**src/countdown_timer_with_alarm_top_assert.svh**
```systemverilog
// assertion macros for the countdown timer top level
`ifndef COUNTDOWN_TIMER_WITH_ALARM_TOP_ASSERT_SVH
`define COUNTDOWN_TIMER_WITH_ALARM_TOP_ASSERT_SVH

// same-cycle implication, reset masked
`define CDT_ASSERT_IMP(lbl, ante, cons, msg) \
	lbl: assert property (@(posedge clk) disable iff (!arst_n) (ante) |-> (cons)) \
		else $error(msg);

// next-cycle implication, reset masked
`define CDT_ASSERT_NXT(lbl, ante, cons, msg) \
	lbl: assert property (@(posedge clk) disable iff (!arst_n) (ante) |=> (cons)) \
		else $error(msg);

`endif

```
**src/cdt_pkg.sv**
```systemverilog
// shared types, constants and codes for the countdown timer
`timescale 1ns / 1ps
`default_nettype none
package cdt_pkg;

	localparam int SEC_W       = 13;
	localparam int MIN_W       = 7;
	localparam int MAXMIN_W    = 8;
	localparam int SLOT_W      = 6;
	localparam int PT_W        = 11;
	localparam int MS_W        = 32;
	localparam int LP_W        = 16;
	localparam int DRAG_W      = 8;
	localparam int PAT_W       = 32;
	localparam int CFG_IDX_W   = 3;
	localparam int CFG_DATA_W  = 32;

	localparam int DEF_PATTERN_SLOTS = 32;
	localparam int DEF_MAX_MINUTES   = 90;
	localparam int SEC_PER_MIN       = 60;
	localparam int SEC_MAX           = 8191;

	localparam logic [SEC_W-1:0] RST_SECONDS = SEC_W'(1500);

	typedef enum logic [2:0] {
		OP_SEC_TICK  = 3'd0,
		OP_SLOT_TICK = 3'd1,
		OP_PRESS     = 3'd2,
		OP_MOVE      = 3'd3,
		OP_RELEASE   = 3'd4,
		OP_DIAL      = 3'd5,
		OP_PRESET    = 3'd6
	} cdt_op_t;

	typedef enum logic [CFG_IDX_W-1:0] {
		CFG_PRESET_FIRST  = 3'd0,
		CFG_PRESET_SECOND = 3'd1,
		CFG_PRESET_THIRD  = 3'd2,
		CFG_LONG_PRESS    = 3'd3,
		CFG_DRAG_LIMIT    = 3'd4,
		CFG_PATTERN       = 3'd5,
		CFG_AWAKE_MARGIN  = 3'd6
	} cdt_cfg_idx_t;

	typedef struct packed {
		logic [MIN_W-1:0]  preset_first;
		logic [MIN_W-1:0]  preset_second;
		logic [MIN_W-1:0]  preset_third;
		logic [LP_W-1:0]   long_press_ms;
		logic [DRAG_W-1:0] drag_limit;
		logic [PAT_W-1:0]  alarm_pattern;
		logic [SEC_W-1:0]  awake_margin;
	} cdt_cfg_t;

	typedef struct packed {
		logic [2:0]              opcode;
		logic signed [PT_W-1:0]  point_x;
		logic signed [PT_W-1:0]  point_y;
		logic [MS_W-1:0]         now_ms;
		logic [MIN_W-1:0]        dial_minutes;
		logic [1:0]              preset_index;
	} cdt_evt_t;

	typedef struct packed {
		logic [SEC_W-1:0]        total_time;
		logic [SEC_W-1:0]        time_left;
		logic                    run;
		logic                    ring;
		logic [SLOT_W-1:0]       slot;
		logic                    tone;
		logic                    awake;
		logic signed [PT_W-1:0]  press_x;
		logic signed [PT_W-1:0]  press_y;
		logic [MS_W-1:0]         press_stamp;
		logic                    drag;
		logic                    long_hold;
	} cdt_state_t;

	typedef struct packed {
		logic [SEC_W-1:0] seconds_left;
		logic [SEC_W-1:0] seconds_total;
		logic             is_running;
		logic             is_ringing;
		logic             tone_on;
		logic             screen_hold;
		logic             screen_wake;
	} cdt_res_t;

endpackage
`default_nettype wire

```
**src/cdt_evt_if.sv**
```systemverilog
// event channel interface
`timescale 1ns / 1ps
`default_nettype none
interface cdt_evt_if import cdt_pkg::*; ();
	logic                   valid;
	logic                   ready;
	logic [2:0]             opcode;
	logic signed [PT_W-1:0] point_x;
	logic signed [PT_W-1:0] point_y;
	logic [MS_W-1:0]        now_ms;
	logic [MIN_W-1:0]       dial_minutes;
	logic [1:0]             preset_index;

	modport source (output valid, opcode, point_x, point_y, now_ms, dial_minutes,
		preset_index, input ready);
	modport sink (input valid, opcode, point_x, point_y, now_ms, dial_minutes,
		preset_index, output ready);
endinterface
`default_nettype wire

```
**src/cdt_res_if.sv**
```systemverilog
// result channel interface
`timescale 1ns / 1ps
`default_nettype none
interface cdt_res_if import cdt_pkg::*; ();
	logic             valid;
	logic             ready;
	logic [SEC_W-1:0] seconds_left;
	logic [SEC_W-1:0] seconds_total;
	logic             is_running;
	logic             is_ringing;
	logic             tone_on;
	logic             screen_hold;
	logic             screen_wake;

	modport source (output valid, seconds_left, seconds_total, is_running, is_ringing,
		tone_on, screen_hold, screen_wake, input ready);
	modport sink (input valid, seconds_left, seconds_total, is_running, is_ringing,
		tone_on, screen_hold, screen_wake, output ready);
endinterface
`default_nettype wire

```
**src/cdt_cfg_regs.sv**
```systemverilog
// configuration register file
`timescale 1ns / 1ps
`default_nettype none
module cdt_cfg_regs import cdt_pkg::*; (
	input  wire logic                  clk,
	input  wire logic                  arst_n,
	input  wire logic                  cfg_we,
	input  wire logic [CFG_IDX_W-1:0]  cfg_idx,
	input  wire logic [CFG_DATA_W-1:0] cfg_wdata,
	output cdt_cfg_t                   cfg
);

	cdt_cfg_t cfg_q;

	always_ff @(posedge clk or negedge arst_n) begin
		if (!arst_n) begin
			cfg_q.preset_first  <= MIN_W'(5);
			cfg_q.preset_second <= MIN_W'(15);
			cfg_q.preset_third  <= MIN_W'(25);
			cfg_q.long_press_ms <= LP_W'(600);
			cfg_q.drag_limit    <= DRAG_W'(8);
			cfg_q.alarm_pattern <= PAT_W'(32'h0505_0505);
			cfg_q.awake_margin  <= SEC_W'(60);
		end else if (cfg_we) begin
			case (cdt_cfg_idx_t'(cfg_idx))
				CFG_PRESET_FIRST:  cfg_q.preset_first  <= cfg_wdata[MIN_W-1:0];
				CFG_PRESET_SECOND: cfg_q.preset_second <= cfg_wdata[MIN_W-1:0];
				CFG_PRESET_THIRD:  cfg_q.preset_third  <= cfg_wdata[MIN_W-1:0];
				CFG_LONG_PRESS:    cfg_q.long_press_ms <= cfg_wdata[LP_W-1:0];
				CFG_DRAG_LIMIT:    cfg_q.drag_limit    <= cfg_wdata[DRAG_W-1:0];
				CFG_PATTERN:       cfg_q.alarm_pattern <= cfg_wdata[PAT_W-1:0];
				CFG_AWAKE_MARGIN:  cfg_q.awake_margin  <= cfg_wdata[SEC_W-1:0];
				default: ;
			endcase
		end
	end

	assign cfg = cfg_q;

endmodule
`default_nettype wire

```
**src/cdt_core.sv**
```systemverilog
// timer state and single-pass event update
`timescale 1ns / 1ps
`default_nettype none
module cdt_core import cdt_pkg::*; #(
	parameter int PATTERN_SLOTS = DEF_PATTERN_SLOTS,
	parameter int MAX_MINUTES   = DEF_MAX_MINUTES
) (
	input  wire logic clk,
	input  wire logic arst_n,
	input  wire logic fire,
	input  cdt_evt_t  evt,
	input  cdt_cfg_t  cfg,
	output cdt_res_t  res,
	output cdt_state_t st
);

	cdt_state_t st_q;
	cdt_state_t nxt;
	logic       wake;

	logic [SEC_W-1:0]        load_sec;
	logic [MIN_W-1:0]        preset_min;
	logic [SLOT_W-1:0]       slot_w;
	logic signed [PT_W:0]    dx;
	logic signed [PT_W:0]    dy;
	logic [PT_W:0]           adx;
	logic [PT_W:0]           ady;
	logic [MS_W-1:0]         elapsed;
	logic                    drag_n;

	function automatic logic [SEC_W-1:0] min_to_sec(input logic [MIN_W-1:0] m);
		logic [MAXMIN_W-1:0] mc;
		logic [SEC_W:0]      s;
		mc = {1'b0, m};
		if (mc == '0)
			mc = MAXMIN_W'(1);
		if (mc > MAXMIN_W'(MAX_MINUTES))
			mc = MAXMIN_W'(MAX_MINUTES);
		s = (SEC_W+1)'(mc * SEC_PER_MIN);
		if (s > (SEC_W+1)'(SEC_MAX))
			s = (SEC_W+1)'(SEC_MAX);
		return s[SEC_W-1:0];
	endfunction

	always_comb begin
		case (evt.preset_index)
			2'd0:    preset_min = cfg.preset_first;
			2'd1:    preset_min = cfg.preset_second;
			default: preset_min = cfg.preset_third;
		endcase
	end

	assign load_sec = min_to_sec((cdt_op_t'(evt.opcode) == OP_DIAL) ? evt.dial_minutes
		: preset_min);

	assign slot_w = ({1'b0, st_q.slot} >= (SLOT_W+1)'(PATTERN_SLOTS)) ? '0 : st_q.slot;

	assign dx      = {evt.point_x[PT_W-1], evt.point_x} - {st_q.press_x[PT_W-1], st_q.press_x};
	assign dy      = {evt.point_y[PT_W-1], evt.point_y} - {st_q.press_y[PT_W-1], st_q.press_y};
	assign adx     = dx[PT_W] ? (PT_W+1)'(-dx) : (PT_W+1)'(dx);
	assign ady     = dy[PT_W] ? (PT_W+1)'(-dy) : (PT_W+1)'(dy);
	assign elapsed = evt.now_ms - st_q.press_stamp;
	assign drag_n  = st_q.drag || (adx > (PT_W+1)'(cfg.drag_limit))
		|| (ady > (PT_W+1)'(cfg.drag_limit));

	always_comb begin
		nxt  = st_q;
		wake = 1'b0;
		case (cdt_op_t'(evt.opcode))
			OP_SEC_TICK: begin
				if (st_q.run && st_q.time_left != '0) begin
					if ({1'b0, st_q.time_left} == ({1'b0, cfg.awake_margin} + (SEC_W+1)'(1)))
						nxt.awake = 1'b1;
					nxt.time_left = st_q.time_left - SEC_W'(1);
					if (nxt.time_left == '0) begin
						nxt.run   = 1'b0;
						nxt.awake = 1'b1;
						if (!st_q.ring) begin
							nxt.ring = 1'b1;
							nxt.slot = '0;
							wake     = 1'b1;
						end
					end
				end
			end
			OP_SLOT_TICK: begin
				if (st_q.ring) begin
					nxt.tone = !slot_w[SLOT_W-1] && cfg.alarm_pattern[slot_w[SLOT_W-2:0]];
					nxt.slot = slot_w + SLOT_W'(1);
				end else begin
					nxt.tone = 1'b0;
				end
			end
			OP_PRESS: begin
				nxt.press_x     = evt.point_x;
				nxt.press_y     = evt.point_y;
				nxt.press_stamp = evt.now_ms;
				nxt.drag        = 1'b0;
				nxt.long_hold   = 1'b0;
			end
			OP_MOVE: begin
				nxt.drag = drag_n;
				if (!drag_n && !st_q.long_hold && elapsed >= MS_W'(cfg.long_press_ms)) begin
					nxt.long_hold = 1'b1;
					nxt.run       = 1'b0;
					nxt.time_left = st_q.total_time;
					nxt.ring      = 1'b0;
					nxt.tone      = 1'b0;
					nxt.slot      = '0;
					nxt.awake     = 1'b0;
				end
			end
			OP_RELEASE: begin
				if (!st_q.drag && !st_q.long_hold) begin
					if (st_q.time_left == '0) begin
						nxt.time_left = st_q.total_time;
						nxt.ring      = 1'b0;
						nxt.tone      = 1'b0;
						nxt.slot      = '0;
					end else begin
						nxt.run = !st_q.run;
					end
					nxt.awake = nxt.run && (nxt.time_left <= cfg.awake_margin);
				end
			end
			OP_DIAL: begin
				if (!st_q.run) begin
					nxt.total_time = load_sec;
					nxt.time_left  = load_sec;
					nxt.ring       = 1'b0;
					nxt.tone       = 1'b0;
					nxt.slot       = '0;
				end
			end
			OP_PRESET: begin
				if (evt.preset_index != 2'd3) begin
					nxt.total_time = load_sec;
					nxt.time_left  = load_sec;
					nxt.ring       = 1'b0;
					nxt.tone       = 1'b0;
					nxt.slot       = '0;
					nxt.run        = 1'b0;
				end
			end
			default: ;
		endcase
	end

	always_ff @(posedge clk or negedge arst_n) begin
		if (!arst_n) begin
			st_q.total_time  <= RST_SECONDS;
			st_q.time_left   <= RST_SECONDS;
			st_q.run         <= 1'b0;
			st_q.ring        <= 1'b0;
			st_q.slot        <= '0;
			st_q.tone        <= 1'b0;
			st_q.awake       <= 1'b0;
			st_q.press_x     <= '0;
			st_q.press_y     <= '0;
			st_q.press_stamp <= '0;
			st_q.drag        <= 1'b0;
			st_q.long_hold   <= 1'b0;
		end else if (fire) begin
			st_q <= nxt;
		end
	end

	assign res.seconds_left  = nxt.time_left;
	assign res.seconds_total = nxt.total_time;
	assign res.is_running    = nxt.run;
	assign res.is_ringing    = nxt.ring;
	assign res.tone_on       = nxt.tone;
	assign res.screen_hold   = nxt.awake;
	assign res.screen_wake   = wake;
	assign st                = st_q;

endmodule
`default_nettype wire

```
**src/countdown_timer_with_alarm_top.sv**
```systemverilog
// countdown timer with alarm, top level
//
//  channel   dir  handshake     payload
//  evt       in   valid/ready   opcode, point_x, point_y, now_ms, dial_minutes, preset_index
//  res       out  valid/ready   seconds_left .. screen_wake, one per event
//  cfg_*     in   write enable  cfg_idx selects register, cfg_wdata value
//
//  event transaction to result passes the input register, then the update and result register
//  one event per cycle sustained while results are taken; the timer state is read and written in the update stage
//  a stalled result holds the update stage; the input register still frees while the
//  update stage can move
//  reset restores the timer state and configuration to their defaults and clears both valid flags
`timescale 1ns / 1ps
`default_nettype none
`include "countdown_timer_with_alarm_top_assert.svh"
module countdown_timer_with_alarm_top import cdt_pkg::*; #(
	parameter int PATTERN_SLOTS = DEF_PATTERN_SLOTS,
	parameter int MAX_MINUTES   = DEF_MAX_MINUTES
) (
	input  wire logic                  clk,
	input  wire logic                  arst_n,
	cdt_evt_if.sink                    evt,
	cdt_res_if.source                  res,
	input  wire logic                  cfg_we,
	input  wire logic [CFG_IDX_W-1:0]  cfg_idx,
	input  wire logic [CFG_DATA_W-1:0] cfg_wdata
);

	cdt_cfg_t   cfg;
	cdt_evt_t   evt_s1;
	logic       vld_s1;
	cdt_res_t   res_comb;
	cdt_res_t   res_q;
	logic       res_vld_q;
	cdt_state_t st;
	logic       adv;
	logic       fire;
	logic       evt_fire;

	assign adv      = !res_vld_q || res.ready;
	assign fire     = vld_s1 && adv;
	assign evt.ready = !vld_s1 || adv;
	assign evt_fire = evt.valid && evt.ready;

	cdt_cfg_regs u_cfg (
		.clk       (clk),
		.arst_n    (arst_n),
		.cfg_we    (cfg_we),
		.cfg_idx   (cfg_idx),
		.cfg_wdata (cfg_wdata),
		.cfg       (cfg)
	);

	// input register
	always_ff @(posedge clk or negedge arst_n) begin
		if (!arst_n)
			vld_s1 <= 1'b0;
		else if (evt.ready)
			vld_s1 <= evt.valid;
	end

	always_ff @(posedge clk) begin
		if (evt_fire) begin
			evt_s1.opcode       <= evt.opcode;
			evt_s1.point_x      <= evt.point_x;
			evt_s1.point_y      <= evt.point_y;
			evt_s1.now_ms       <= evt.now_ms;
			evt_s1.dial_minutes <= evt.dial_minutes;
			evt_s1.preset_index <= evt.preset_index;
		end
	end

	cdt_core #(
		.PATTERN_SLOTS (PATTERN_SLOTS),
		.MAX_MINUTES   (MAX_MINUTES)
	) u_core (
		.clk    (clk),
		.arst_n (arst_n),
		.fire   (fire),
		.evt    (evt_s1),
		.cfg    (cfg),
		.res    (res_comb),
		.st     (st)
	);

	// result register
	always_ff @(posedge clk or negedge arst_n) begin
		if (!arst_n)
			res_vld_q <= 1'b0;
		else if (adv)
			res_vld_q <= vld_s1;
	end

	always_ff @(posedge clk) begin
		if (fire)
			res_q <= res_comb;
	end

	assign res.valid         = res_vld_q;
	assign res.seconds_left  = res_q.seconds_left;
	assign res.seconds_total = res_q.seconds_total;
	assign res.is_running    = res_q.is_running;
	assign res.is_ringing    = res_q.is_ringing;
	assign res.tone_on       = res_q.tone_on;
	assign res.screen_hold   = res_q.screen_hold;
	assign res.screen_wake   = res_q.screen_wake;

	`CDT_ASSERT_IMP(a_ring_stopped, st.ring, !st.run && st.time_left == '0, "ringing while counting")
	`CDT_ASSERT_IMP(a_left_le_total, 1'b1, st.time_left <= st.total_time, "time left above total")
	`CDT_ASSERT_IMP(a_wake_ring, res_vld_q && res_q.screen_wake,
		res_q.is_ringing && !res_q.is_running && res_q.screen_hold, "wake pulse without alarm")
	`CDT_ASSERT_NXT(a_evt_staged, evt_fire, vld_s1, "accepted event not staged")

endmodule
`default_nettype wire
```
**src/flat_wrapper.sv**
```systemverilog
// flat-port wrapper written by rule: the top's interface ports become plain ports
module countdown_timer_with_alarm_top_flat import cdt_pkg::*;
#(
	parameter int PATTERN_SLOTS = DEF_PATTERN_SLOTS,
	parameter int MAX_MINUTES   = DEF_MAX_MINUTES
)
  (clk, arst_n, cfg_we, cfg_idx, cfg_wdata, evt_valid, evt_opcode, evt_point_x, evt_point_y, evt_now_ms, evt_dial_minutes, evt_preset_index, evt_ready, res_valid, res_seconds_left, res_seconds_total, res_is_running, res_is_ringing, res_tone_on, res_screen_hold, res_screen_wake, res_ready);
  cdt_evt_if evt_i ();
  cdt_res_if res_i ();
  input  wire logic clk;
  input  wire logic arst_n;
  input  wire logic cfg_we;
  input  wire logic [CFG_IDX_W-1:0] cfg_idx;
  input  wire logic [CFG_DATA_W-1:0] cfg_wdata;
  input wire logic [$bits(evt_i.valid)-1:0] evt_valid;
  input wire logic [$bits(evt_i.opcode)-1:0] evt_opcode;
  input wire logic [$bits(evt_i.point_x)-1:0] evt_point_x;
  input wire logic [$bits(evt_i.point_y)-1:0] evt_point_y;
  input wire logic [$bits(evt_i.now_ms)-1:0] evt_now_ms;
  input wire logic [$bits(evt_i.dial_minutes)-1:0] evt_dial_minutes;
  input wire logic [$bits(evt_i.preset_index)-1:0] evt_preset_index;
  output wire logic [$bits(evt_i.ready)-1:0] evt_ready;
  output wire logic [$bits(res_i.valid)-1:0] res_valid;
  output wire logic [$bits(res_i.seconds_left)-1:0] res_seconds_left;
  output wire logic [$bits(res_i.seconds_total)-1:0] res_seconds_total;
  output wire logic [$bits(res_i.is_running)-1:0] res_is_running;
  output wire logic [$bits(res_i.is_ringing)-1:0] res_is_ringing;
  output wire logic [$bits(res_i.tone_on)-1:0] res_tone_on;
  output wire logic [$bits(res_i.screen_hold)-1:0] res_screen_hold;
  output wire logic [$bits(res_i.screen_wake)-1:0] res_screen_wake;
  input wire logic [$bits(res_i.ready)-1:0] res_ready;
  assign evt_i.valid = evt_valid;
  assign evt_i.opcode = evt_opcode;
  assign evt_i.point_x = evt_point_x;
  assign evt_i.point_y = evt_point_y;
  assign evt_i.now_ms = evt_now_ms;
  assign evt_i.dial_minutes = evt_dial_minutes;
  assign evt_i.preset_index = evt_preset_index;
  assign evt_ready = evt_i.ready;
  assign res_valid = res_i.valid;
  assign res_seconds_left = res_i.seconds_left;
  assign res_seconds_total = res_i.seconds_total;
  assign res_is_running = res_i.is_running;
  assign res_is_ringing = res_i.is_ringing;
  assign res_tone_on = res_i.tone_on;
  assign res_screen_hold = res_i.screen_hold;
  assign res_screen_wake = res_i.screen_wake;
  assign res_i.ready = res_ready;
  countdown_timer_with_alarm_top #(.PATTERN_SLOTS(PATTERN_SLOTS), .MAX_MINUTES(MAX_MINUTES)) u_core (.clk(clk), .arst_n(arst_n), .evt(evt_i), .res(res_i), .cfg_we(cfg_we), .cfg_idx(cfg_idx), .cfg_wdata(cfg_wdata));
endmodule
```
**config.mk**
```make
export PLATFORM = sky130hd
export DESIGN_NAME = countdown_timer_with_alarm_top_flat
export DESIGN_NICKNAME = d
export VERILOG_FILES = /design/src/cdt_pkg.sv /design/src/cdt_evt_if.sv /design/src/cdt_res_if.sv /design/src/cdt_cfg_regs.sv /design/src/cdt_core.sv /design/src/countdown_timer_with_alarm_top.sv /design/src/flat_wrapper.sv
export VERILOG_INCLUDE_DIRS = /design/src /design/src/src
export SDC_FILE = /design/constraint.sdc
export NUM_CORES = 1
export LEC_CHECK = 0
export ABC_AREA = 1
export BUFFER_PORTS_ARGS = -buffer_cell sky130_fd_sc_hd__buf_2
export CAP_MARGIN = 20
export CORE_MARGIN = 2
export CORE_UTILIZATION = 30
export CTS_BUF_LIST = sky130_fd_sc_hd__clkbuf_4
export DETAILED_ROUTE_END_ITERATION = 12
export GPL_ROUTABILITY_DRIVEN = 0
export SLEW_MARGIN = 30
export SYNTH_ARGS = -nofsm -noshare
export SYNTH_HDL_FRONTEND = slang
export SYNTH_HIERARCHICAL = 1
export SYNTH_SLANG_ARGS = --single-unit
```
**constraint.sdc**
```tcl
create_clock -name clk -period 4.9 [get_ports clk]
set_input_delay 0 -clock clk [delete_from_list [all_inputs] [get_ports clk]]
set_output_delay 0 -clock clk [all_outputs]
set_load 0.01 [all_outputs]
```
### Word-level counts from Yosys, hierarchy flattened

Cells that the tools add are included.

| word-level totals | value |
|---|---|
| register bits after elaboration | 281 |
| bits of input ports | 106 |
| output and inout port bits | 33 |
| word-level logic and storage cells | 155 |

| operators by class | value |
|---|---|
| $add $sub $neg | 8 |
| $mul | 1 |
| magnitude comparators | 8 |
| equal/unequal tests | 24 |
| muxes and demuxes | 40 |
| reduce and logical (&&, ||, !) cells | 40 |

Operators with widths:

| operator | number |
|---|---|
| $pmux W13 S5 | 1 |
| $mux W13 | 4 |
| $mux W23 | 2 |
| $pmux W6 S6 | 1 |
| $mux W35 | 1 |
| $ge A32 B16 Y1 | 1 |
| $mux W8 | 4 |
| $sub A32 B32 Y32 | 1 |
| $logic_not A13 Y1 | 2 |
| $mux W26 | 1 |
| $pmux W13 S2 | 1 |
| $gt A12 B8 Y1 | 2 |
| $mux W12 | 2 |
| $neg A12 Y12 | 2 |
| $sub A11 B11 Y12 | 2 |
| $mux W21 | 1 |
| $ne A2 B2 Y1 const B | 10 |
| $eq A3 B3 Y1 const B | 6 |
| $mux W6 | 3 |
| $reduce_and A2 Y1 | 9 |
| $add A13 B1 Y14 const B | 1 |
| $eq A13 B14 Y1 | 1 |
| $gt A14 B13 Y1 const B | 1 |
| $mux W7 | 2 |
| other kinds (28) | 60 |

### Logic depth before layout (Yosys ltp)

Gate-level depths: netlist of run 1.

| depth | value |
|---|---|
| depth after elaboration | 12 |
| mapped depth | 38 |
| depth with buffers taken out | 37 |

### By module

The synthesis of run 1 kept the hierarchy.

By module, submodules not included:

| module | instances | cells each | area an instance (µm²) | seq. area each (µm²) |
|---|---|---|---|---|
| cdt_core | 1 | 2,164 | 12,952.4 | 2,319.7 |
| cdt_cfg_regs | 1 | 399 | 3,580.9 | 2,284.7 |
| countdown_timer_with_alarm_top | 1 | 109 | 3,007.9 | 2,962.8 |

### Worst setup path before layout of run 1

No wires, ideal clock.

| timing path | value |
|---|---|
| path kind | reg2reg |
| from | reg u_core/evt_s1[1] (netlist bit) |
| to | reg u_core.res_q, in the netlist u_core/res.seconds_left[10], data pin |
| library setup time | 0.251 ns |
| arrival | 4.481 ns |
| data required time | 4.649 ns |
| slack | 0.168 ns |
| cell stages (with the launch flop) | 28 |
| path buffers | 3 |
| clock period less this slack | 4.732 ns |
| cells stage by stage | edfxtp_1 buf_2 inv_1 buf_2 nand3_1 nand4_1 o21ai_0 o21ai_0 nand3_1 nand2_1 nand2_1 inv_1 nor2_1 fa_1 inv_1 fa_1 fa_1 nand3b_1 nand2_1 a21oi_1 o21ai_0 xnor2_1 inv_1 nor2_1 a211oi_1 nor4_1 a21boi_1 buf_4 |

RTL lines:

| what | RTL line | text |
|---|---|---|
| start, declared | countdown_timer_with_alarm_top.sv:30 | `cdt_evt_t evt_s1;` |
| end signal, assigned | countdown_timer_with_alarm_top.sv:96 | `res_q <= res_comb;` |
| end, declared | countdown_timer_with_alarm_top.sv:33 | `cdt_res_t res_q;` |

==> results of run 1 <==
[how the worst min path moves through the flow]
stage                           endpoint
finish              u_core/u_cfg/cfg[77]
global route         u_core/u_cfg/cfg[5]
CTS                 u_core/u_cfg/cfg[77]
detailed placement  u_core/u_core/st[23]
global placement    u_core/u_core/st[23]
floorplan               u_core/res.valid
[stage by stage]
stage | util | hold WS [ns]
floorplan | - | -0.2956
global placement | 0.3277 | 0.1272
detailed placement | 0.3277 | 0.1303
CTS | 0.3847 | 0.01731
global route | 0.3889 | 0.02671
finish | 0.3889 | 0.09215
[state kept, by name, indices dropped and copies added, names as in the netlist, 13 cells and up]
signal                    flops
u_core/u_core/st             92
u_core/u_cfg/cfg             90
u_core/evt_s1                66
u_core/res.seconds_left      13
u_core/res.seconds_total     13
[power groups by stage]
stage	clock network, mW	registers (mW)	logic, mW
detailed placement	0	3.35	5.14
CTS	2.43	3.31	5.36
global placement	0	3.35	5.06
finish	2.32	3.32	5.60
floorplan	0	3.25	3.94
global route	2.57	3.37	6.41
[kinds of logic (layout without fill, tap and decap cells)]
group,count (synthesis),after routing,share of synthesized area
AOI/OAI and AO/OA,334,334,0.09925
xor gates and xnor gates,63,63,0.02824
adders and majority gates,130,130,0.08746
buffers and inverters,497,1021,0.1060
DFF,281,281,0.3872
other,0,6,0
and+or+nand+nor,1367,1367,0.2918
[worst max-delay path, delay by kind of cell (launching register included)]
kind | cells | cell delay (ns)
xor+xnor | 1 | 0.24
simple gates | 11 | 0.90
flops | 1 | 0.43
compound gates | 6 | 0.72
fa+ha+maj | 3 | 1.38
buf+inv | 7 | 0.68
[per-layer routing]
layer	GRT usage	wire, um	vias up
met5	0	40	-
met4	0.07168	2244	6
met3	0.03769	3471	170
met2	0.2943	27500	533
met1	0.2260	26450	8563
li1	-	-	9525
[repair_timing]
action                                  4_1_cts  5_1_grt
hold buffers                                256        0
pin swaps                                     2       20
cloned                                        0        0
gates resized for setup                       3       46
endpoints found under the setup margin        5       35
hold endpoints to repair                    306        0
buffers inserted                              0       14
[placed cells by master, fill, tap and decap left out, types with 17 or more instances in the layout]
cell type	n
o21ai_0	135
nand2_1	932
nand2_2	18
dlygate4sd3_1	255
nand3_1	175
inv_1	385
dfrtp_1	144
edfxtp_1	97
nor2_1	143
inv_2	17
clkbuf_4	119
xor2_1	49
o211ai_1	18
dfstp_2	40
ha_1	117
a21oi_1	84
nand4_1	32
buf_4	58
buf_2	137
clkinv_1	32
[layout make-up]
cell class / count / share of cell area
repair buffers: 455 / 0.1499
flip-flops and latches: 281 / 0.3018
clock inverters: 42 / 0.007885
clock buffers: 119 / 0.03563
diodes: 6 / 0.0005988
inverters: 405 / 0.06068
well taps: 855 / 0.04267
multi-input cells: 1894 / 0.4009
==> qor.txt, run 1 <==
Synth Flop Type -> dfrtp_1
Worst Setup Start Kind -> flop
Synth cell count leaders -> 935 x nand2_1, 392 x inv_1, 176 x nand3_1
Yosys warning total -> 6
Syn Inst Count -> 2672
Setup TNS Final -> 0 ns
Hold Path Origin -> cfg_wdata[1]
Vias in the first global route -> 18.50k
Largest buffer count on any clock path -> 3
Initial antenna violation count -> 7
Nets -> 3360
PnR worst setup slack -> 0.2834 ns
Leak Pwr -> 12.58 nW
TritonCTS clock tree -> done
Height of the die -> 259.2 um
Layout cells sized above 1 -> 0.1424
Largest net degree at the start of global routing -> 76
Sw frac -> 0.4363
Status -> complete, no violations
VDD IR max -> 242.6 uV
Area Overhead vs Synth -> 28.31%
Pint -> 6.335 mW
Synthesized cell area -> 19540 um2
Critical path fanouts, max -> 7
#FFs+latches synth -> 281
Clk_lat worst skew -> 0.84 ns
Cell mode on critical path -> nand2_1
First-pass GRT wire length -> 95680 um
Antenna viol nets, final -> 0
Slew HR -> 0.3948
Comb power frac -> 0.499
Flop pwr share -> 0.295
TritonRoute pass-1 iters -> 6
Syn Area/Cell -> 7.313 um2
Clock-pin slew on the worst setup and hold paths -> 0.06 ns
Setup CP Type -> reg -> reg
Core area -> 64460 um2
Register area share after synthesis -> 0.3872
Post-route minimum period -> 4.617 ns
Vias per cell -> 4.633
Placed instance count -> 3620
Hold Crit Depth -> 4
Pwr Density -> 448.2 nW/um2
Placed Area -> 21120 um2
Final Hold Fails -> 0
Design Power -> 11.24 mW
Period Utilization, post-route -> 0.9422
Setup crit end kind -> flop
Critical Path RT -> 5.47 ns
Yosys top cell area share -> 0.1844
Hold WC Path Type -> in -> reg
Width of the chip -> 259.2 um
Multi-input logic area -> 10050 um2
Fin area -> 25070 um2
Max H-tree Level -> 3
I/O Pins -> 139
Worst endpoint data arrival time -> 5.19 ns
Max cap viols -> 0
Most common cell in the netlist -> nand2_1
Max Freq -> 216.6 MHz
Ys async rst share -> 0.6548
Max stage delay on crit path -> 0.57 ns
Total number of vias -> 18.80k
GRT Total Usage -> 0.1780
Mapped Nets -> 2908
Final WL -> 59700 um
Clk_skew -> 0.08124 ns
Switching power -> 4.903 mW
CTS sink cnt -> 281
Slew Limit Fails -> 0
Final Non-Filler Cells -> 4057
Average wire per standard cell -> 14.71 um
Fillers -> 6824
Reg-to-Reg End -> u_core/res.seconds_left[9]
Port bufs -> 138
DRC violations left -> 0
CTS Root Cell -> clkbuf_4
Row count -> 93
Initial Utilization -> 0.3031
CP endpoint -> u_core/res.seconds_left[9]
Die area -> 67200 um2
Critical path's slowest cell -> fa_1
Congestion Overflow GR -> 0
Top cells by area, synth -> dfrtp_1 18%, nand2_1 18%, edfxtp_1 15%
Cell variety after synth -> 56
Post-synth EDFFs -> 97
Worst Setup SP -> u_core/evt_s1[64]
Post-placement setup slack -> -0.07639 ns
Area leader, netlist -> dfrtp_1
Register area -> 7567 um2
RR Startpoint -> u_core/evt_s1[64]
Setup violators final -> 0
R2r worst-path depth -> 28
DP HPWL -> 42450 um
Clock power frac -> 0.206
R2R setup slack -> 0.28 ns
Initial DRC Count -> 1436
Least-Margin Pin Slew -> 0.9049 ns
Num CTS Buffers -> 87
Note: power is estimated with default switching activity, not from simulation.
==> run 2, diff against run 1 <==
- clock period: 4.9 -> 5.41 ns (I/O delays scaled with it)
==> qor.txt, run 2 (synthesis gave the netlist of run 1 again) <==
Total number of vias -> 18.54k (-1.4%)
Average wire per standard cell -> 14.76 um (+0.34%)
VDD IR max -> 194.7 uV (-20%)
Fin area -> 24670 um2 (-1.6%)
Slew Limit Fails -> 0 (unchanged)
Antenna viol nets, final -> 0 (unchanged)
RR Startpoint -> u_core/evt_s1[1]
R2r worst-path depth -> 25 (-11%)
Area Overhead vs Synth -> 26.26%
Worst Setup Start Kind -> flop
GRT Total Usage -> 0.1778 (about the same)
CTS sink cnt -> 281 (unchanged)
Largest buffer count on any clock path -> 3 (unchanged)
Post-route minimum period -> 4.944 ns (+0.3276 ns)
Height of the die -> 259.2 um (unchanged)
Met2 GRT Util -> 0.2920 (-0.002302)
Core area -> 64460 um2 (unchanged)
Commonest non-fill, non-tap cell in the layout -> nand2_1
Max FFs per register -> 92 (unchanged)
Least-Margin Pin Slew -> 0.9282 ns (+0.02332 ns)
Slew HR -> 0.3797 (-0.01506)
Status -> complete, no violations
CP top delay family -> adder cells
Num CTS Buffers -> 84 (-3.4%)
Reg-to-Reg End -> u_core/res.seconds_left[10]
Period Utilization, post-route -> 0.9139 (-0.02826)
Most Used Layer, Global Route -> met2
Commonest cells after routing, fill and taps aside -> 934 x nand2_1, 389 x inv_1, 250 x dlygate4sd3_1
R2R setup slack -> 0.47 ns (+0.18 ns)
Largest net degree at the start of global routing -> 90 (+18%)
Congestion Overflow GR -> 0 (unchanged)
Critical path fanouts, max -> 8 (+1)
Cell mode on critical path -> nand2_1
Pwr Density -> 408.4 nW/um2 (-8.9%)
Critical path's slowest cell -> fa_1
TritonRoute pass-1 iters -> 6 (unchanged)
Critical Path RT -> 5.96 ns (+0.49 ns)
Hold Path Origin -> cfg_wdata[2]
Vias per cell -> 4.632 (about the same)
Final Hold Fails -> 0 (unchanged)
Setup TNS Final -> 0 ns (unchanged)
TritonCTS clock tree -> done
Most flop-heavy register -> u_core/u_core/st
Layout cells sized above 1 -> 0.1234 (-0.01896)
Setup CP Type -> reg -> reg
Nets -> 3310 (-1.5%)
Final WL -> 59090 um (-1.0%)
Global Route met3 Usage -> 0.03681 (-0.0008787)
Hold Crit Endpoint -> u_core/u_cfg/cfg[78]
Setup crit end kind -> flop
Fin Hold WS -> 0.08152 ns (-0.01063 ns)
Crit path buffers/inverters -> 4 (-3)
Width of the chip -> 259.2 um (unchanged)
Leak Pwr -> 12.35 nW (-1.9%)
Max cap viols -> 0 (unchanged)
Max H-tree Level -> 3 (unchanged)
Max Freq -> 202.3 MHz (-6.6%)
Initial DRC Count -> 1373 (-4.4%)
Clock-pin slew on the worst setup and hold paths -> 0.07 ns (about the same)
Worst endpoint data arrival time -> 5.49 ns (+0.30 ns)
Placed Area -> 20900 um2 (-1.1%)
Port bufs -> 138 (unchanged)
Setup violators final -> 0 (unchanged)
Die area -> 67200 um2 (unchanged)
DRC violations left -> 0 (unchanged)
I/O Pins -> 139 (unchanged)
Max stage delay on crit path -> 0.56 ns (about the same)
DP HPWL -> 41600 um (-2.0%)
Hold WC Path Type -> in -> reg
CTS Root Cell -> clkbuf_4
Met1 Use GR -> 0.2273 (+0.001303)
Hold Crit Depth -> 4 (unchanged)
First-pass GRT wire length -> 95100 um (-0.61%)
Initial antenna violation count -> 8 (+1)
Vias in the first global route -> 17.94k (-3.0%)
Clk_skew -> 0.06826 ns (-0.01297 ns)
Clk_lat worst skew -> 0.85 ns (about the same)
Design Power -> 10.08 mW (-10%)
Row count -> 93 (unchanged)
Initial Utilization -> 0.3031 (unchanged)
[run 2: area by class of cell]
cell class	count	area, um2
multi-input cells	1894	9952
diodes	3	7.507
clock buffers	121	908.4
fillers	6782	39790
repair inverters	1	7.507
repair buffers	407	3373
inverters	405	1525
well taps	855	1070
flip-flops and latches	281	7567
clock inverters	35	261.5
[run 2: report_power, final]
| group | switching [mW] | leakage, nW | internal, mW |
|---|---|---|---|
| logic | 3.00 | 8.52 | 1.79 |
| registers | 0.310 | 3.16 | 2.71 |
| clock network | 1.03 | 0.668 | 1.23 |
| total | 4.35 | 12.3 | 5.73 |
[run 2: timing repair]
action / CTS / global route
hold endpoints to repair: 331 / 0
endpoints found under the setup margin: 0 / 20
gates resized for setup: 0 / 12
setup buffers: 0 / 1
hold buffers: 251 / 0
[run 2: worst min-delay path: cells and delay by family]
kind	cells	cell delay, ns
buffers and inverters	2	0.75
AND/OR/NAND/NOR	2	0.15
[run 2: metal layers]
metal | part of all wire | vias up
met5 | 0.0010 | -
met4 | 0.038 | 10
met3 | 0.063 | 159
met2 | 0.46 | 563
met1 | 0.44 | 8387
li1 | - | 9417
[run 2: through the flow]
| stage | setup slack (ns) | util | instances |
|---|---|---|---|
| floorplan | 0.6776 | - | 2672 |
| CTS | 0.1106 | 0.3816 | 3997 |
| detailed placement | 0.1949 | 0.3242 | 3590 |
| finish | 0.4658 | 0.3827 | 4002 |
| global route | -0.04923 | 0.3827 | 4001 |
| global placement | 0.2516 | 0.3242 | 3590 |
[run 2: worst max-delay path by stage]
stage | from | to | slack [ns] | cells past startpoint
floorplan | u_core/evt_s1[1] | u_core/res.seconds_left[10] | 0.68 | 27
global placement | u_core/evt_s1[64] | u_core/res.seconds_left[9] | 0.25 | 23
detailed placement | u_core/evt_s1[63] | u_core/res.seconds_left[9] | 0.19 | 25
CTS | u_core/evt_s1[1] | u_core/res.seconds_left[9] | 0.11 | 25
global route | u_core/evt_s1[1] | u_core/res.seconds_left[10] | -0.05 | 25
finish | u_core/evt_s1[1] | u_core/res.seconds_left[10] | 0.47 | 25
==> run 3, diff against run 2 <==
- ABC_AREA: 1 -> unset
==> qor.txt, run 3 <==
Status -> complete, no violations
CTS Root Cell -> clkbuf_4
Most Used Layer, Global Route -> met2
Commonest non-fill, non-tap cell in the layout -> dlygate4sd3_1
Fin util -> 0.3897 (+0.006927)
TritonRoute pass-1 iters -> 6 (unchanged)
Reg-to-Reg End -> u_core/u_core/st[56]
Initial Utilization -> 0.3027 (-0.0003912)
Max FFs per register -> 92 (unchanged)
Yosys top cell area share -> 0.1976 (+0.01317)
Die area -> 62790 um2 (-6.6%)
RR Startpoint -> u_core/evt_s1[52]
Yosys warning total -> 6 (unchanged)
Syn Inst Count -> 1865 (-30%)
Syn Area/Cell -> 9.779 um2 (+34%)
Slew HR -> 0.3707 (-0.008959)
Top cells by area, synth -> dfrtp_1 20%, edfxtp_1 16%, ha_1 8.2%
Pwr Density -> 442.9 nW/um2 (+8.5%)
Met1 Use GR -> 0.2010 (-0.02622)
Largest net degree at the start of global routing -> 91 (+1.1%)
Initial DRC Count -> 1173 (-15%)
Vias in the first global route -> 16.21k (-9.6%)
Register area share after synthesis -> 0.4149 (+0.02765)
Synthesized cell area -> 18240 um2 (-6.7%)
Most flop-heavy register -> u_core/u_core/st
Average wire per standard cell -> 16.95 um (+15%)
#FFs+latches synth -> 281 (unchanged)
VDD IR max -> 208.8 uV (+7.2%)
Antenna viol nets, final -> 0 (unchanged)
Height of the die -> 250.6 um (-3.3%)
Max Freq -> 192.7 MHz (-4.7%)
Total number of vias -> 15.89k (-14%)
Setup crit end kind -> flop
Worst endpoint data arrival time -> 5.84 ns (+0.35 ns)
Least-Margin Pin Slew -> 0.9439 ns (+0.01569 ns)
Num CTS Buffers -> 82 (-2.4%)
Final Hold Fails -> 0 (unchanged)
Worst Setup Start Kind -> flop
Post-placement setup slack -> -0.03819 ns (-0.2330 ns)
Fillers -> 5891 (-13%)
Area Overhead vs Synth -> 28.71%
Cell variety after synth -> 94 (+68%)
Period Utilization, post-route -> 0.9591 (+0.04516)
Most common cell in the netlist -> nand2_1
R2R setup slack -> 0.22 ns (-0.24 ns)
Post-route minimum period -> 5.189 ns (+0.2443 ns)
Largest buffer count on any clock path -> 3 (unchanged)
Mapped Nets -> 2101 (-28%)
GRT Total Usage -> 0.1656 (-0.01224)
TritonCTS clock tree -> done
Post-synth EDFFs -> 97 (unchanged)
Met2 GRT Util -> 0.2850 (-0.007038)
Port bufs -> 138 (unchanged)
R2r worst-path depth -> 21 (-16%)
Hold Crit Endpoint -> u_core/u_cfg/cfg[8]
Congestion Overflow GR -> 0 (unchanged)
Final WL -> 52590 um (-11%)
Critical Path RT -> 6.06 ns (+0.10 ns)
Core area -> 60250 um2 (-6.5%)
Synth Flop Type -> dfrtp_1
Hold Crit Depth -> 3 (-1)
I/O Pins -> 139 (unchanged)
Ys async rst share -> 0.6548 (unchanged)
Max cap viols -> 0 (unchanged)
Layout cells sized above 1 -> 0.2418 (+0.1184)
Clk_skew -> 0.06910 ns (+0.0008321 ns)
DP HPWL -> 36850 um (-11%)
Slew Limit Fails -> 0 (unchanged)
Nets -> 2485 (-25%)
CTS sink cnt -> 281 (unchanged)
Area leader, netlist -> dfrtp_1
PnR worst setup slack -> 0.2214 ns (-0.2443 ns)
Clk_lat worst skew -> 0.82 ns (-0.03 ns)
Critical path fanouts, max -> 3 (-5)
Clock-pin slew on the worst setup and hold paths -> 0.06 ns (about the same)
Vias per cell -> 5.121 (+11%)
First-pass GRT wire length -> 84240 um (-11%)
Row count -> 90 (-3.2%)
Setup violators final -> 0 (unchanged)
Width of the chip -> 250.6 um (-3.3%)
Setup CP Type -> reg -> reg
Leak Pwr -> 10.03 nW (-19%)
Commonest cells after routing, fill and taps aside -> 221 x dlygate4sd3_1, 175 x nand2_1, 157 x inv_1
Hold WC Path Type -> in -> reg
Initial antenna violation count -> 5 (-3)
DRC violations left -> 0 (unchanged)
Setup TNS Final -> 0 ns (unchanged)
Hold Path Origin -> cfg_wdata[8]
Synth cell count leaders -> 176 x nand2_1, 157 x inv_1, 144 x dfrtp_1
Max H-tree Level -> 3 (unchanged)
Global Route met3 Usage -> 0.03575 (-0.001062)
-- run 3: power breakdown --
group	internal, mW	switching, mW	total [mW]
registers	2.76	0.440	3.20
clock network	1.11	0.975	2.08
logic	2.24	2.88	5.11
total	6.10	4.29	10.4
-- run 3: kinds of logic (layout without fill, tap and decap cells) --
kind of cell / Yosys count / after routing / share of synthesized area
AO/OA/AOI/OAI: 501 / 501 / 0.1767
XOR/XNOR: 77 / 77 / 0.03698
adder cells (fa/ha/maj): 130 / 130 / 0.09371
buffers and inverters: 268 / 719 / 0.06373
flip-flops: 281 / 281 / 0.4149
multiplexers: 135 / 135 / 0.08287
other: 0 / 5 / 0
AND/OR/NAND/NOR: 473 / 473 / 0.1312
-- run 3: through the flow --
stage | std cells | total power [mW] | hold WS, ns | area (um2)
floorplan | 1865 | 6.618 | -0.2956 | 18250
global placement | 2704 | 7.606 | 0.1625 | 19610
detailed placement | 2704 | 7.804 | 0.1665 | 19630
CTS | 3080 | 10.15 | 0.003501 | 22990
global route | 3103 | 11.23 | 0.01729 | 23480
finish | 3103 | 10.40 | 0.08320 | 23480
-- run 3: how the worst max path moves through the flow --
stage                            startpoint                     endpoint  slack [ns]  cells after the start
after global placement    u_core/evt_s1[57]         u_core/u_core/st[74]        0.19                     18
after CTS                 u_core/evt_s1[52]         u_core/u_core/st[74]       0.005                     20
final                     u_core/evt_s1[52]         u_core/u_core/st[56]        0.22                     21
after floorplan            u_core/evt_s1[0]  u_core/res.seconds_left[10]        0.04                     22
after global routing      u_core/evt_s1[64]  u_core/res.seconds_left[12]       -0.06                     23
after detailed placement   u_core/evt_s1[0]  u_core/res.seconds_left[12]       -0.04                     22
-- run 3: repair_timing --
item,CTS,global route
setup endpoints to repair,4,42
pin swaps,0,25
hold buffers,222,0
cloned,0,1
hold endpoints to repair,310,0
setup buffers,3,17
resized for setup,2,66
-- run 3: critical path, stage by stage (launching register included) --
cell and delay, ns:
edfxtp_1 0.39, inv_1 0.07, ha_2 0.17, inv_1 0.06
fa_2 0.38, a211oi_2 0.30, nor2_2 0.09, or3_4 0.37
a221oi_4 0.33, nor2_2 0.08, xnor2_1 0.13, ha_1 0.31
nand4_1 0.15, or2_2 0.32, a221o_1 0.31, a221o_1 0.35
nor4_4 0.30, buf_4 0.17, buf_4 0.10, a31oi_2 0.10
or3_1 0.37, a22o_1 0.19
-- run 3: final cells by class --
| class | instances | area [um2] | area share |
|---|---|---|---|
| Inverter | 159 | 596.8 | 0.02542 |
| Timing Repair Buffer | 409 | 3359 | 0.1431 |
| Antenna cell | 5 | 12.51 | 0.0005330 |
| Clock buffer | 118 | 885.9 | 0.03774 |
| Multi-Input combinational cell | 1316 | 9874 | 0.4206 |
| Sequential cell | 281 | 7567 | 0.3224 |
| Clock inverter | 33 | 200.2 | 0.008528 |
| Tap cell | 782 | 978.4 | 0.04168 |
-- run 3: layer usage --
metal,share of wire,wire length [um]
met2,0.49,25730
met1,0.42,22110
met4,0.029,1547
met3,0.061,3182
met5,0.00051,27
